--- config.mk ---
export PLATFORM = sky130hd
export DESIGN_NAME = shape_fill_pixel_shader_flat
export DESIGN_NICKNAME = d
export VERILOG_FILES = /design/src/hdl/sfps_pkg.sv /design/src/hdl/sfps_if.sv /design/src/hdl/sfps_cfg_regs.sv /design/src/hdl/sfps_geom.sv /design/src/hdl/sfps_div_stage.sv /design/src/hdl/sfps_grad.sv /design/src/hdl/shape_fill_pixel_shader.sv /design/src/flat_wrapper.sv
export SDC_FILE = /design/constraint.sdc
export NUM_CORES = 2
export LEC_CHECK = 0
export BUFFER_PORTS_ARGS = -buffer_cell sky130_fd_sc_hd__buf_2
export CAP_MARGIN = 15
export CORE_ASPECT_RATIO = 1.5
export CORE_MARGIN = 4
export CORE_UTILIZATION = 25
export CTS_CLUSTER_DIAMETER = 150
export DETAILED_ROUTE_END_ITERATION = 10
export PLACE_DENSITY_LB_ADDON = 0.05
export SETUP_SLACK_MARGIN = 0.02
export SYNTH_ARGS = -nofsm -noshare
export SYNTH_HDL_FRONTEND = slang
export SYNTH_HIERARCHICAL = 1
export SYNTH_SLANG_ARGS = --single-unit
--- constraint.sdc ---
create_clock -name clock -period 31.9 [get_ports clock]
set_clock_uncertainty 0.1 [all_clocks]
set_input_delay 3.19 -clock clock [delete_from_list [all_inputs] [get_ports clock]]
set_output_delay 3.19 -clock clock [all_outputs]
set_load 0.1 [all_outputs]
--- src/hdl/sfps_pkg.sv ---
package sfps_pkg;

   localparam int PIXEL_W = 12;
   localparam int COLOR_W = 32;
   localparam int CSR_INDEX_W = 3;
   localparam int CSR_DATA_W = 32;
   localparam int CHANNELS = 4;

   // Local coordinates and shape extents are handled as 19-bit signed values,
   // wide enough for pixel minus a signed 16-bit edge and for span minus size.
   localparam int COORD_W = 19;

   // Numerator of the gradient division: an 8-bit channel difference times
   // a 15-bit row.
   localparam int NUM_W = 23;

   localparam logic [1:0] MODE_ROUND    = 2'd0;
   localparam logic [1:0] MODE_OUTLINE  = 2'd1;
   localparam logic [1:0] MODE_GRADIENT = 2'd2;

   typedef enum logic [CSR_INDEX_W-1:0] {
      REG_FILL_MODE    = 3'd0,
      REG_RECT_LEFT    = 3'd1,
      REG_RECT_TOP     = 3'd2,
      REG_RECT_SPAN_X  = 3'd3,
      REG_RECT_SPAN_Y  = 3'd4,
      REG_SHAPE_SIZE   = 3'd5,
      REG_FILL_COLOR   = 3'd6,
      REG_SECOND_COLOR = 3'd7
   } reg_index_type;

   typedef struct packed {
      logic [1:0]         fill_mode;
      logic signed [15:0] rect_left;
      logic signed [15:0] rect_top;
      logic [14:0]        rect_span_x;
      logic [14:0]        rect_span_y;
      logic [13:0]        shape_size;
      logic [31:0]        fill_color;
      logic [31:0]        second_color;
   } cfg_type;

   // Coverage flags of one pixel. Until the distance compare is done,
   // round_ok holds only the "outside every corner square" part.
   typedef struct packed {
      logic ok;
      logic in_rect;
      logic round_ok;
      logic outl;
   } shape_type;

   typedef struct packed {
      logic [NUM_W-1:0] rem;
      logic [7:0]       quo;
   } div_type;

   typedef struct packed {
      div_type [CHANNELS-1:0] ch;
      logic [CHANNELS-1:0]    neg;
   } grad_type;

   // One restoring division step: try to take den shifted by sh from the
   // remainder and set quotient bit sh when it fits.
   function automatic div_type div_step(div_type d, logic [14:0] den, logic [2:0] sh);
      div_type r;
      logic [NUM_W-1:0] trial;
      r = d;
      trial = NUM_W'(den) << sh;
      if (d.rem >= trial) begin
         r.rem = d.rem - trial;
         r.quo[sh] = 1'b1;
      end
      return r;
   endfunction

endpackage

--- src/hdl/sfps_if.sv ---
interface sfps_req_if;
   logic                          valid;
   logic                          ready;
   logic [sfps_pkg::PIXEL_W-1:0]  pixel_x;
   logic [sfps_pkg::PIXEL_W-1:0]  pixel_y;
   modport source (output valid, output pixel_x, output pixel_y, input ready);
   modport sink (input valid, input pixel_x, input pixel_y, output ready);
endinterface

interface sfps_rsp_if;
   logic                          valid;
   logic                          ready;
   logic                          covered;
   logic [sfps_pkg::COLOR_W-1:0]  pixel_color;
   modport source (output valid, output covered, output pixel_color, input ready);
   modport sink (input valid, input covered, input pixel_color, output ready);
endinterface

interface sfps_csr_if;
   logic                              valid;
   logic                              ready;
   logic [sfps_pkg::CSR_INDEX_W-1:0]  index;
   logic [sfps_pkg::CSR_DATA_W-1:0]   data;
   modport source (output valid, output index, output data, input ready);
   modport sink (input valid, input index, input data, output ready);
endinterface

--- src/hdl/sfps_cfg_regs.sv ---
module sfps_cfg_regs (
   input  logic              clock,
   input  logic              reset,
   sfps_csr_if.sink          csr_bus,
   output sfps_pkg::cfg_type cfg
);

   sfps_pkg::cfg_type cfg_ff;
   sfps_pkg::cfg_type cfg_in;

   assign csr_bus.ready = 1'b1;
   assign cfg = cfg_ff;

   always_comb begin
      cfg_in = cfg_ff;
      if (csr_bus.valid) begin
         case (csr_bus.index)
            sfps_pkg::REG_FILL_MODE:    cfg_in.fill_mode    = csr_bus.data[1:0];
            sfps_pkg::REG_RECT_LEFT:    cfg_in.rect_left    = $signed(csr_bus.data[15:0]);
            sfps_pkg::REG_RECT_TOP:     cfg_in.rect_top     = $signed(csr_bus.data[15:0]);
            sfps_pkg::REG_RECT_SPAN_X:  cfg_in.rect_span_x  = csr_bus.data[14:0];
            sfps_pkg::REG_RECT_SPAN_Y:  cfg_in.rect_span_y  = csr_bus.data[14:0];
            sfps_pkg::REG_SHAPE_SIZE:   cfg_in.shape_size   = csr_bus.data[13:0];
            sfps_pkg::REG_FILL_COLOR:   cfg_in.fill_color   = csr_bus.data;
            sfps_pkg::REG_SECOND_COLOR: cfg_in.second_color = csr_bus.data;
            default:                    cfg_in = cfg_ff;
         endcase
      end
   end

   always_ff @(posedge clock) begin
      if (reset) begin
         cfg_ff <= '0;
      end else begin
         cfg_ff <= cfg_in;
      end
   end

endmodule

--- src/hdl/sfps_geom.sv ---
module sfps_geom (
   input  logic                          clock,
   input  sfps_pkg::cfg_type             cfg,
   input  logic [4:0]                    en,
   input  logic [sfps_pkg::PIXEL_W-1:0]  pixel_x,
   input  logic [sfps_pkg::PIXEL_W-1:0]  pixel_y,
   input  logic                          inframe,
   output logic [14:0]                   row,
   output sfps_pkg::shape_type           shape
);

   localparam int CW = sfps_pkg::COORD_W;

   // Stage A: pixel position relative to the shape's top left corner.
   logic signed [CW-1:0] lx_ff, lx_in, ly_ff, ly_in;
   logic                 inframe_ff;

   // Stage B: box tests and corner offsets.
   sfps_pkg::shape_type  b_flags_ff, b_flags_in;
   logic [13:0]          dxm_ff, dxm_in, dym_ff, dym_in;

   // Stage C: squares.
   sfps_pkg::shape_type  c_flags_ff;
   logic [27:0]          dx2_ff, dx2_in, dy2_ff, dy2_in, r2_ff, r2_in;

   // Stage D: distance compare folded into round_ok; stage E: hold.
   sfps_pkg::shape_type  d_flags_ff, d_flags_in, e_flags_ff;

   always_comb begin
      lx_in = $signed({{(CW-sfps_pkg::PIXEL_W){1'b0}}, pixel_x}) - CW'(cfg.rect_left);
      ly_in = $signed({{(CW-sfps_pkg::PIXEL_W){1'b0}}, pixel_y}) - CW'(cfg.rect_top);
   end

   always_comb begin
      logic signed [CW-1:0] w, h, r, dx, dy;
      logic x_in, y_in, lx_mid, ly_mid, bands;
      w = $signed({4'b0, cfg.rect_span_x});
      h = $signed({4'b0, cfg.rect_span_y});
      r = $signed({5'b0, cfg.shape_size});
      x_in = (lx_ff >= 0) && (lx_ff < w);
      y_in = (ly_ff >= 0) && (ly_ff < h);
      lx_mid = (lx_ff >= r) && (lx_ff < w - r);
      ly_mid = (ly_ff >= r) && (ly_ff < h - r);
      // Each outline band keeps its full thickness, even past the far edge.
      bands = (x_in && (ly_ff >= 0) && (ly_ff < r))
           || (x_in && (ly_ff >= h - r) && (ly_ff < h))
           || (y_in && (lx_ff >= 0) && (lx_ff < r))
           || (y_in && (lx_ff >= w - r) && (lx_ff < w));
      // Inside a corner square both offsets lie within one radius, so the
      // low bits carry the magnitude; elsewhere they are not used.
      dx = (lx_ff < r) ? (r - lx_ff) : (lx_ff - (w - r - CW'(1)));
      dy = (ly_ff < r) ? (r - ly_ff) : (ly_ff - (h - r - CW'(1)));
      b_flags_in.ok = inframe_ff && (cfg.rect_span_x != '0) && (cfg.rect_span_y != '0);
      b_flags_in.in_rect = x_in && y_in;
      b_flags_in.round_ok = lx_mid || ly_mid;
      b_flags_in.outl = (cfg.shape_size != '0) && bands;
      dxm_in = dx[13:0];
      dym_in = dy[13:0];
   end

   always_comb begin
      dx2_in = 28'(dxm_ff) * 28'(dxm_ff);
      dy2_in = 28'(dym_ff) * 28'(dym_ff);
      r2_in = 28'(cfg.shape_size) * 28'(cfg.shape_size);
   end

   always_comb begin
      d_flags_in = c_flags_ff;
      d_flags_in.round_ok = c_flags_ff.round_ok
                         || ((29'(dx2_ff) + 29'(dy2_ff)) <= 29'(r2_ff));
   end

   always_ff @(posedge clock) begin
      if (en[0]) begin
         lx_ff <= lx_in;
         ly_ff <= ly_in;
         inframe_ff <= inframe;
      end
      if (en[1]) begin
         b_flags_ff <= b_flags_in;
         dxm_ff <= dxm_in;
         dym_ff <= dym_in;
      end
      if (en[2]) begin
         c_flags_ff <= b_flags_ff;
         dx2_ff <= dx2_in;
         dy2_ff <= dy2_in;
         r2_ff <= r2_in;
      end
      if (en[3]) begin
         d_flags_ff <= d_flags_in;
      end
      if (en[4]) begin
         e_flags_ff <= d_flags_ff;
      end
   end

   assign row = ly_ff[14:0];
   assign shape = e_flags_ff;

endmodule

--- src/hdl/sfps_div_stage.sv ---
module sfps_div_stage (
   input  logic               clock,
   input  logic               en,
   input  logic [2:0]         step_hi,
   input  logic [14:0]        den,
   input  sfps_pkg::grad_type grad_src,
   output sfps_pkg::grad_type grad_out
);

   sfps_pkg::grad_type grad_ff, grad_in;

   // Two quotient bits per stage, for all four channels side by side.
   always_comb begin
      grad_in = grad_src;
      for (int c = 0; c < sfps_pkg::CHANNELS; c++) begin
         grad_in.ch[c] = sfps_pkg::div_step(
            sfps_pkg::div_step(grad_src.ch[c], den, step_hi), den, step_hi - 3'd1);
      end
   end

   always_ff @(posedge clock) begin
      if (en) begin
         grad_ff <= grad_in;
      end
   end

   assign grad_out = grad_ff;

endmodule

--- src/hdl/sfps_grad.sv ---
module sfps_grad (
   input  logic               clock,
   input  sfps_pkg::cfg_type  cfg,
   input  logic [4:1]         en,
   input  logic [14:0]        row,
   input  logic [14:0]        den,
   output sfps_pkg::grad_type grad
);

   // Stage B forms |bottom - top| * row per channel; stages C to E each take
   // two quotient bits of the division by height - 1.
   sfps_pkg::grad_type b_ff, b_in, c_out, d_out, e_out;

   always_comb begin
      logic [7:0] tc, bc, mag;
      b_in = '0;
      for (int c = 0; c < sfps_pkg::CHANNELS; c++) begin
         tc = cfg.fill_color[8*c +: 8];
         bc = cfg.second_color[8*c +: 8];
         b_in.neg[c] = bc < tc;
         mag = (bc < tc) ? (tc - bc) : (bc - tc);
         b_in.ch[c].rem = sfps_pkg::NUM_W'(mag) * sfps_pkg::NUM_W'(row);
         b_in.ch[c].quo = '0;
      end
   end

   always_ff @(posedge clock) begin
      if (en[1]) begin
         b_ff <= b_in;
      end
   end

   sfps_div_stage u_div_c (
      .clock(clock), .en(en[2]), .step_hi(3'd7), .den(den),
      .grad_src(b_ff), .grad_out(c_out)
   );

   sfps_div_stage u_div_d (
      .clock(clock), .en(en[3]), .step_hi(3'd5), .den(den),
      .grad_src(c_out), .grad_out(d_out)
   );

   sfps_div_stage u_div_e (
      .clock(clock), .en(en[4]), .step_hi(3'd3), .den(den),
      .grad_src(d_out), .grad_out(e_out)
   );

   assign grad = e_out;

endmodule

--- src/hdl/shape_fill_pixel_shader.sv ---
// Shape fill pixel shader: answers, for one in-frame pixel per beat, whether
// the configured shape (rounded rectangle, outline or vertical gradient box)
// covers it and with which ARGB color.
// The request channel req_bus carries pixel_x and pixel_y; the response
// channel rsp_bus returns covered and pixel_color, with pixel_color zero for
// an uncovered pixel. Registers are written through csr_bus (index, data),
// which is always ready; the user must change them only while no beat is in
// flight, since the block itself does not enforce this. The block is a
// six-stage pipeline, and one beat is taken every cycle while the response
// side keeps up. The rate is set by the single squared-distance compare and
// the four gradient divider lanes, which both advance one stage per cycle.
// Each stage holds its beat until the next one frees; an empty stage keeps
// accepting even while the output holds an unread beat, so a stalled
// receiver only fills the pipeline, and nothing is lost or repeated.
// A synchronous reset empties the pipeline and clears every configuration
// register to 0.
module shape_fill_pixel_shader #(
   parameter int MAX_FRAME_WIDTH  = 4096,
   parameter int MAX_FRAME_HEIGHT = 4096
) (
   input  logic       clock,
   input  logic       reset,
   sfps_req_if.sink   req_bus,
   sfps_rsp_if.source rsp_bus,
   sfps_csr_if.sink   csr_bus
);

   localparam logic [16:0] WIDTH_LIMIT  = 17'(MAX_FRAME_WIDTH);
   localparam logic [16:0] HEIGHT_LIMIT = 17'(MAX_FRAME_HEIGHT);
   localparam int STAGES = 6;

   sfps_pkg::cfg_type   cfg;
   sfps_pkg::shape_type shape;
   sfps_pkg::grad_type  grad;

   logic [STAGES-1:0] valid_ff, valid_in;
   logic [STAGES-1:0] en;
   logic              inframe;
   logic [14:0]       row;
   logic [14:0]       den;
   logic              den_zero;

   logic                           covered_ff, covered_in;
   logic [sfps_pkg::COLOR_W-1:0]   color_ff, color_in;

   sfps_cfg_regs u_cfg (
      .clock(clock), .reset(reset), .csr_bus(csr_bus), .cfg(cfg)
   );

   // A stage may load when it is empty or when the stage after it loads too.
   // The ready chain runs back from the response channel to the request side.
   always_comb begin
      logic nxt;
      nxt = rsp_bus.ready;
      for (int k = STAGES - 1; k >= 0; k--) begin
         en[k] = !valid_ff[k] || nxt;
         nxt = en[k];
      end
   end

   always_comb begin
      for (int k = 0; k < STAGES; k++) begin
         if (en[k]) begin
            valid_in[k] = (k == 0) ? req_bus.valid : valid_ff[(k == 0) ? 0 : k - 1];
         end else begin
            valid_in[k] = valid_ff[k];
         end
      end
   end

   always_ff @(posedge clock) begin
      if (reset) begin
         valid_ff <= '0;
      end else begin
         valid_ff <= valid_in;
      end
   end

   assign req_bus.ready = en[0];

   assign inframe = (17'(req_bus.pixel_x) < WIDTH_LIMIT)
                 && (17'(req_bus.pixel_y) < HEIGHT_LIMIT);

   // Coverage path: local coordinates, box and band tests, corner distance.
   sfps_geom u_geom (
      .clock(clock), .cfg(cfg), .en(en[4:0]),
      .pixel_x(req_bus.pixel_x), .pixel_y(req_bus.pixel_y), .inframe(inframe),
      .row(row), .shape(shape)
   );

   // Gradient path: channel differences scaled by row, divided by height - 1.
   // Inside the box the row never exceeds height - 1, so each quotient fits
   // in eight bits.
   assign den = cfg.rect_span_y - 15'd1;
   assign den_zero = (cfg.rect_span_y == 15'd1);

   sfps_grad u_grad (
      .clock(clock), .cfg(cfg), .en(en[4:1]), .row(row), .den(den), .grad(grad)
   );

   // Output stage: last two quotient bits, channel add or subtract, and the
   // choice by mode. A single-row gradient keeps the top color.
   always_comb begin
      sfps_pkg::div_type d;
      logic [7:0] tc;
      logic [sfps_pkg::COLOR_W-1:0] grad_color, color;
      logic cov;
      grad_color = '0;
      for (int c = 0; c < sfps_pkg::CHANNELS; c++) begin
         d = sfps_pkg::div_step(sfps_pkg::div_step(grad.ch[c], den, 3'd1), den, 3'd0);
         tc = cfg.fill_color[8*c +: 8];
         if (den_zero) begin
            grad_color[8*c +: 8] = tc;
         end else if (grad.neg[c]) begin
            grad_color[8*c +: 8] = tc - d.quo;
         end else begin
            grad_color[8*c +: 8] = tc + d.quo;
         end
      end
      case (cfg.fill_mode)
         sfps_pkg::MODE_ROUND: begin
            cov = shape.in_rect && shape.round_ok;
            color = cfg.fill_color;
         end
         sfps_pkg::MODE_OUTLINE: begin
            cov = shape.outl;
            color = cfg.fill_color;
         end
         sfps_pkg::MODE_GRADIENT: begin
            cov = shape.in_rect;
            color = grad_color;
         end
         default: begin
            cov = 1'b0;
            color = '0;
         end
      endcase
      covered_in = shape.ok && cov;
      color_in = covered_in ? color : '0;
   end

   always_ff @(posedge clock) begin
      if (en[STAGES-1]) begin
         covered_ff <= covered_in;
         color_ff <= color_in;
      end
   end

   assign rsp_bus.valid = valid_ff[STAGES-1];
   assign rsp_bus.covered = covered_ff;
   assign rsp_bus.pixel_color = color_ff;

endmodule
--- src/flat_wrapper.sv ---
// flat-port wrapper written by rule: the top's interface ports become plain ports
module shape_fill_pixel_shader_flat 
#(
   parameter int MAX_FRAME_WIDTH  = 4096,
   parameter int MAX_FRAME_HEIGHT = 4096
)
  (clock, reset, req_bus_valid, req_bus_pixel_x, req_bus_pixel_y, req_bus_ready, rsp_bus_valid, rsp_bus_covered, rsp_bus_pixel_color, rsp_bus_ready, csr_bus_valid, csr_bus_index, csr_bus_data, csr_bus_ready);
  sfps_req_if req_bus_i ();
  sfps_rsp_if rsp_bus_i ();
  sfps_csr_if csr_bus_i ();
  input  logic clock;
  input  logic reset;
  input wire logic [$bits(req_bus_i.valid)-1:0] req_bus_valid;
  input wire logic [$bits(req_bus_i.pixel_x)-1:0] req_bus_pixel_x;
  input wire logic [$bits(req_bus_i.pixel_y)-1:0] req_bus_pixel_y;
  output wire logic [$bits(req_bus_i.ready)-1:0] req_bus_ready;
  output wire logic [$bits(rsp_bus_i.valid)-1:0] rsp_bus_valid;
  output wire logic [$bits(rsp_bus_i.covered)-1:0] rsp_bus_covered;
  output wire logic [$bits(rsp_bus_i.pixel_color)-1:0] rsp_bus_pixel_color;
  input wire logic [$bits(rsp_bus_i.ready)-1:0] rsp_bus_ready;
  input wire logic [$bits(csr_bus_i.valid)-1:0] csr_bus_valid;
  input wire logic [$bits(csr_bus_i.index)-1:0] csr_bus_index;
  input wire logic [$bits(csr_bus_i.data)-1:0] csr_bus_data;
  output wire logic [$bits(csr_bus_i.ready)-1:0] csr_bus_ready;
  assign req_bus_i.valid = req_bus_valid;
  assign req_bus_i.pixel_x = req_bus_pixel_x;
  assign req_bus_i.pixel_y = req_bus_pixel_y;
  assign req_bus_ready = req_bus_i.ready;
  assign rsp_bus_valid = rsp_bus_i.valid;
  assign rsp_bus_covered = rsp_bus_i.covered;
  assign rsp_bus_pixel_color = rsp_bus_i.pixel_color;
  assign rsp_bus_i.ready = rsp_bus_ready;
  assign csr_bus_i.valid = csr_bus_valid;
  assign csr_bus_i.index = csr_bus_index;
  assign csr_bus_i.data = csr_bus_data;
  assign csr_bus_ready = csr_bus_i.ready;
  shape_fill_pixel_shader #(.MAX_FRAME_WIDTH(MAX_FRAME_WIDTH), .MAX_FRAME_HEIGHT(MAX_FRAME_HEIGHT)) u_core (.clock(clock), .reset(reset), .req_bus(req_bus_i), .rsp_bus(rsp_bus_i), .csr_bus(csr_bus_i));
endmodule
==> impl_metrics.env <==
export IMPL_final_setup_tns_ns=0
export IMPL_synth_seq_cells=821
export IMPL_drc=0
export IMPL_dieArea_um2=476000
export IMPL_crit_top_cell="a21o_1"
export IMPL_grt_max_degree=117
export IMPL_end_kind="flop"
export IMPL_final_max_slew_viol_count=10
export IMPL_drtIter0Drc=5160
export IMPL_grt_total_usage=0.210
export IMPL_slew_headroom=-0.667
export IMPL_numCtsBuffers=108
export IMPL_clock_sinks=821
export IMPL_first_pass_iters=5
export IMPL_htreeDepth=3
export IMPL_synth_flop_cell="edfxtp_1"
export IMPL_wl_per_cell_um=26.3
export IMPL_arrival_ns=12.54
export IMPL_ys_async_sr_fraction=0
export IMPL_grt_pass1_vias=101826
export IMPL_nets=15334
export IMPL_worstMarginPinSlew_ns=2.48
export IMPL_clockBufferDepth=4
export IMPL_fmax_ghz=0.0837
export IMPL_multiInputGateArea_um2=86000
export IMPL_fillers=49237
export IMPL_wirelength_um=512000
export IMPL_met1_length_um=181000
export IMPL_cp_max_fo=15
export IMPL_path_clk_slew_ns=0.06
export IMPL_grt_overflow_total=0
export IMPL_coreArea_um2=463000
export IMPL_routed_via_density=4.95
export IMPL_cts_resized=0
export IMPL_post_route_period_util=0.374
export IMPL_cts_tree="yes"
export IMPL_syn2layout_area_growth_pct=10.8
export IMPL_outcome="complete, but fails checks"
export IMPL_grt_pass1_wl_um=725000
export IMPL_rows=306
export IMPL_drv_cap=0
export IMPL_yosysUniqueCellTypes=151
export IMPL_insertion_delay_ns=0.95
export IMPL_die_w_um=565
export IMPL_layout_commonest_cell="inv_1"
export IMPL_antenna_left=0
export IMPL_ys_warn_count=6
export IMPL_start_util=0.251
export IMPL_setup_slack_ns=19.96
export IMPL_dr_wl_met3_um=10600
export IMPL_hold_viol=0
export IMPL_dieHeight_um=843
export IMPL_top_layer_used="met4"
export IMPL_synthCells=13069
export IMPL_hold_class="reg -> reg"
export IMPL_dp_cells=19198
export IMPL_setup_viol=0
export IMPL_stdcell_count=19466
export IMPL_syn_area_um2=116000
export IMPL_drive_above_1_share=0.0839
export IMPL_vias=96288
export IMPL_pin_count=100
export IMPL_syn_mean_instance_area_um2=8.89
export IMPL_rsz0062_at_grt="false"
export IMPL_hold_buffers=0
export IMPL_antenna_found_initial=30
export IMPL_required_ns=32.50
export IMPL_wl_met2_um=288000
export IMPL_synth_edff_count=673
export IMPL_cp_slowest_stage_delay_ns=0.57
export IMPL_slowest_stage="o31ai_2"
export IMPL_criticalPathCategory="reg -> reg"
export IMPL_globalplace_congestion=0.890
export IMPL_most_common_layout_cells="inv_1 (1461), ha_1 (1412), a21oi_1 (964)"
export IMPL_hpwlAfterDp_um=426000
export IMPL_io_buffers=98
export IMPL_synth_seq_area_share=0.199
export IMPL_min_period_ns=11.94
export IMPL_start_kind="flop"
export IMPL_ff_latch_area_um2=23200
export IMPL_clockRootBuffer="clkbuf_16"
export IMPL_place_ws_ns=19.95
export IMPL_violations="max-slew violations"
export IMPL_cts_setup_buffers=0
## path summary, 6_finish.rpt
kind	depth (start not counted)	slack, ns	to	start
worst max-delay path	43	19.96	u_core/rsp_bus.pixel_color[31]$_SDFFCE_PN0P_	u_core/u_cfg/cfg[78]$_SDFFE_PP0P_
worst min-delay path	0	0.28	u_core/u_grad/u_div_e/grad_out[3]$_DFFE_PP_	u_core/u_grad/u_div_d/grad_out[3]$_DFFE_PP_
worst max register to register	43	19.96	u_core/rsp_bus.pixel_color[31]$_SDFFCE_PN0P_	u_core/u_cfg/cfg[78]$_SDFFE_PP0P_
worst min register to register	0	0.28	u_core/u_grad/u_div_e/grad_out[3]$_DFFE_PP_	u_core/u_grad/u_div_d/grad_out[3]$_DFFE_PP_
## metrics by stage
stage                     cell area [um^2]  hold WS (ns)   util
after floorplan                     116000         0.300      -
after global placement              125000         0.305  0.270
after detailed placement            125000         0.305  0.270
after CTS                           129000         0.279  0.278
after global routing                129000         0.303  0.278
final                               129000         0.277  0.278
## cells in the mapped netlist (53+ instances only)
cell type	number	area share
nand2_1	910	0.029
nor4_1	54	0.0029
nand4_1	126	0.0068
xnor2_1	579	0.044
a21boi_0	53	0.0034
buf_2	59	0.0025
clkbuf_1	304	0.0098
inv_1	1463	0.047
xor2_1	250	0.019
ha_1	1412	0.15
edfxtp_1	673	0.17
mux2_2	287	0.028
nor3_1	224	0.0096
o21ai_0	590	0.025
o21a_1	130	0.0084
and2_1	367	0.020
nor2b_1	311	0.017
or3_1	71	0.0038
a31oi_1	98	0.0053
a21oi_1	970	0.042
and3_1	97	0.0052
o31ai_1	61	0.0039
a21o_1	389	0.025
dfxtp_1	148	0.025
nand3_1	205	0.0088
mux2i_1	330	0.028
nand2b_1	314	0.017
o21bai_1	87	0.0056
a211oi_1	104	0.0067
fa_1	709	0.12
nor2_1	741	0.024
## flip-flops by register name, indices dropped and copies added, names as in the netlist
name and flops:
u_core/u_grad/u_div_d/grad_out 128, u_core/u_cfg/cfg 142, u_core/u_geom/inframe_ff 1, u_core/u_geom/ly_ff 17
u_core/u_geom/d_flags_ff 4, u_core/rsp_bus.pixel_color 32, u_core/u_geom/b_flags_ff 4, u_core/rsp_bus.covered 1
u_core/u_geom/c_flags_ff 4, u_core/u_geom/dx2_ff 27, u_core/u_grad/u_div_c/grad_out 128, u_core/valid_ff 6
u_core/u_geom/dym_ff 14, u_core/u_geom/shape 4, u_core/u_geom/dxm_ff 14, u_core/u_grad/u_div_e/grad_out 128
u_core/u_geom/dy2_ff 27, u_core/u_grad/b_ff 96, u_core/u_geom/r2_ff 27, u_core/u_geom/lx_ff 17
## metal layers
layer  track usage  vias to the layer above
met4         0.107                        0
met3        0.0129                      652
met5             0                        -
met1         0.211                    47982
li1              -                    46015
met2         0.425                     1639
## critical path: cells and delay by family (launching register included)
kind / cells / cell delay, ns
buf+inv: 5 / 1.27
flops: 1 / 0.40
simple gates: 9 / 2.82
mux: 1 / 0.29
fa+ha+maj: 5 / 1.61
xor+xnor: 2 / 0.45
compound gates: 21 / 4.73
## area by class of cell
class	count	share of cell area
Sequential cell	821	0.180
Tap cell	6160	0.0599
Antenna cell	69	0.00134
Clock buffer	132	0.0231
Multi-Input combinational cell	10392	0.668
Timing Repair Buffer	351	0.0188
Clock inverter	66	0.00586
Inverter	1475	0.0431
## kinds of logic (layout without fill, tap and decap cells)
group,after synthesis,in the layout,synth area share
compound gates,3044,3044,0.170
xor+xnor,852,852,0.0667
fa+ha+maj,2140,2140,0.276
buf+inv,1911,2024,0.0649
flops,821,821,0.199
mux,666,666,0.0636
other cells,4,128,0.000129
simple gates,3631,3631,0.160
Power is not shown: default switching activity piles up to over one toggle a cycle in this logic, so the estimate is an artifact.
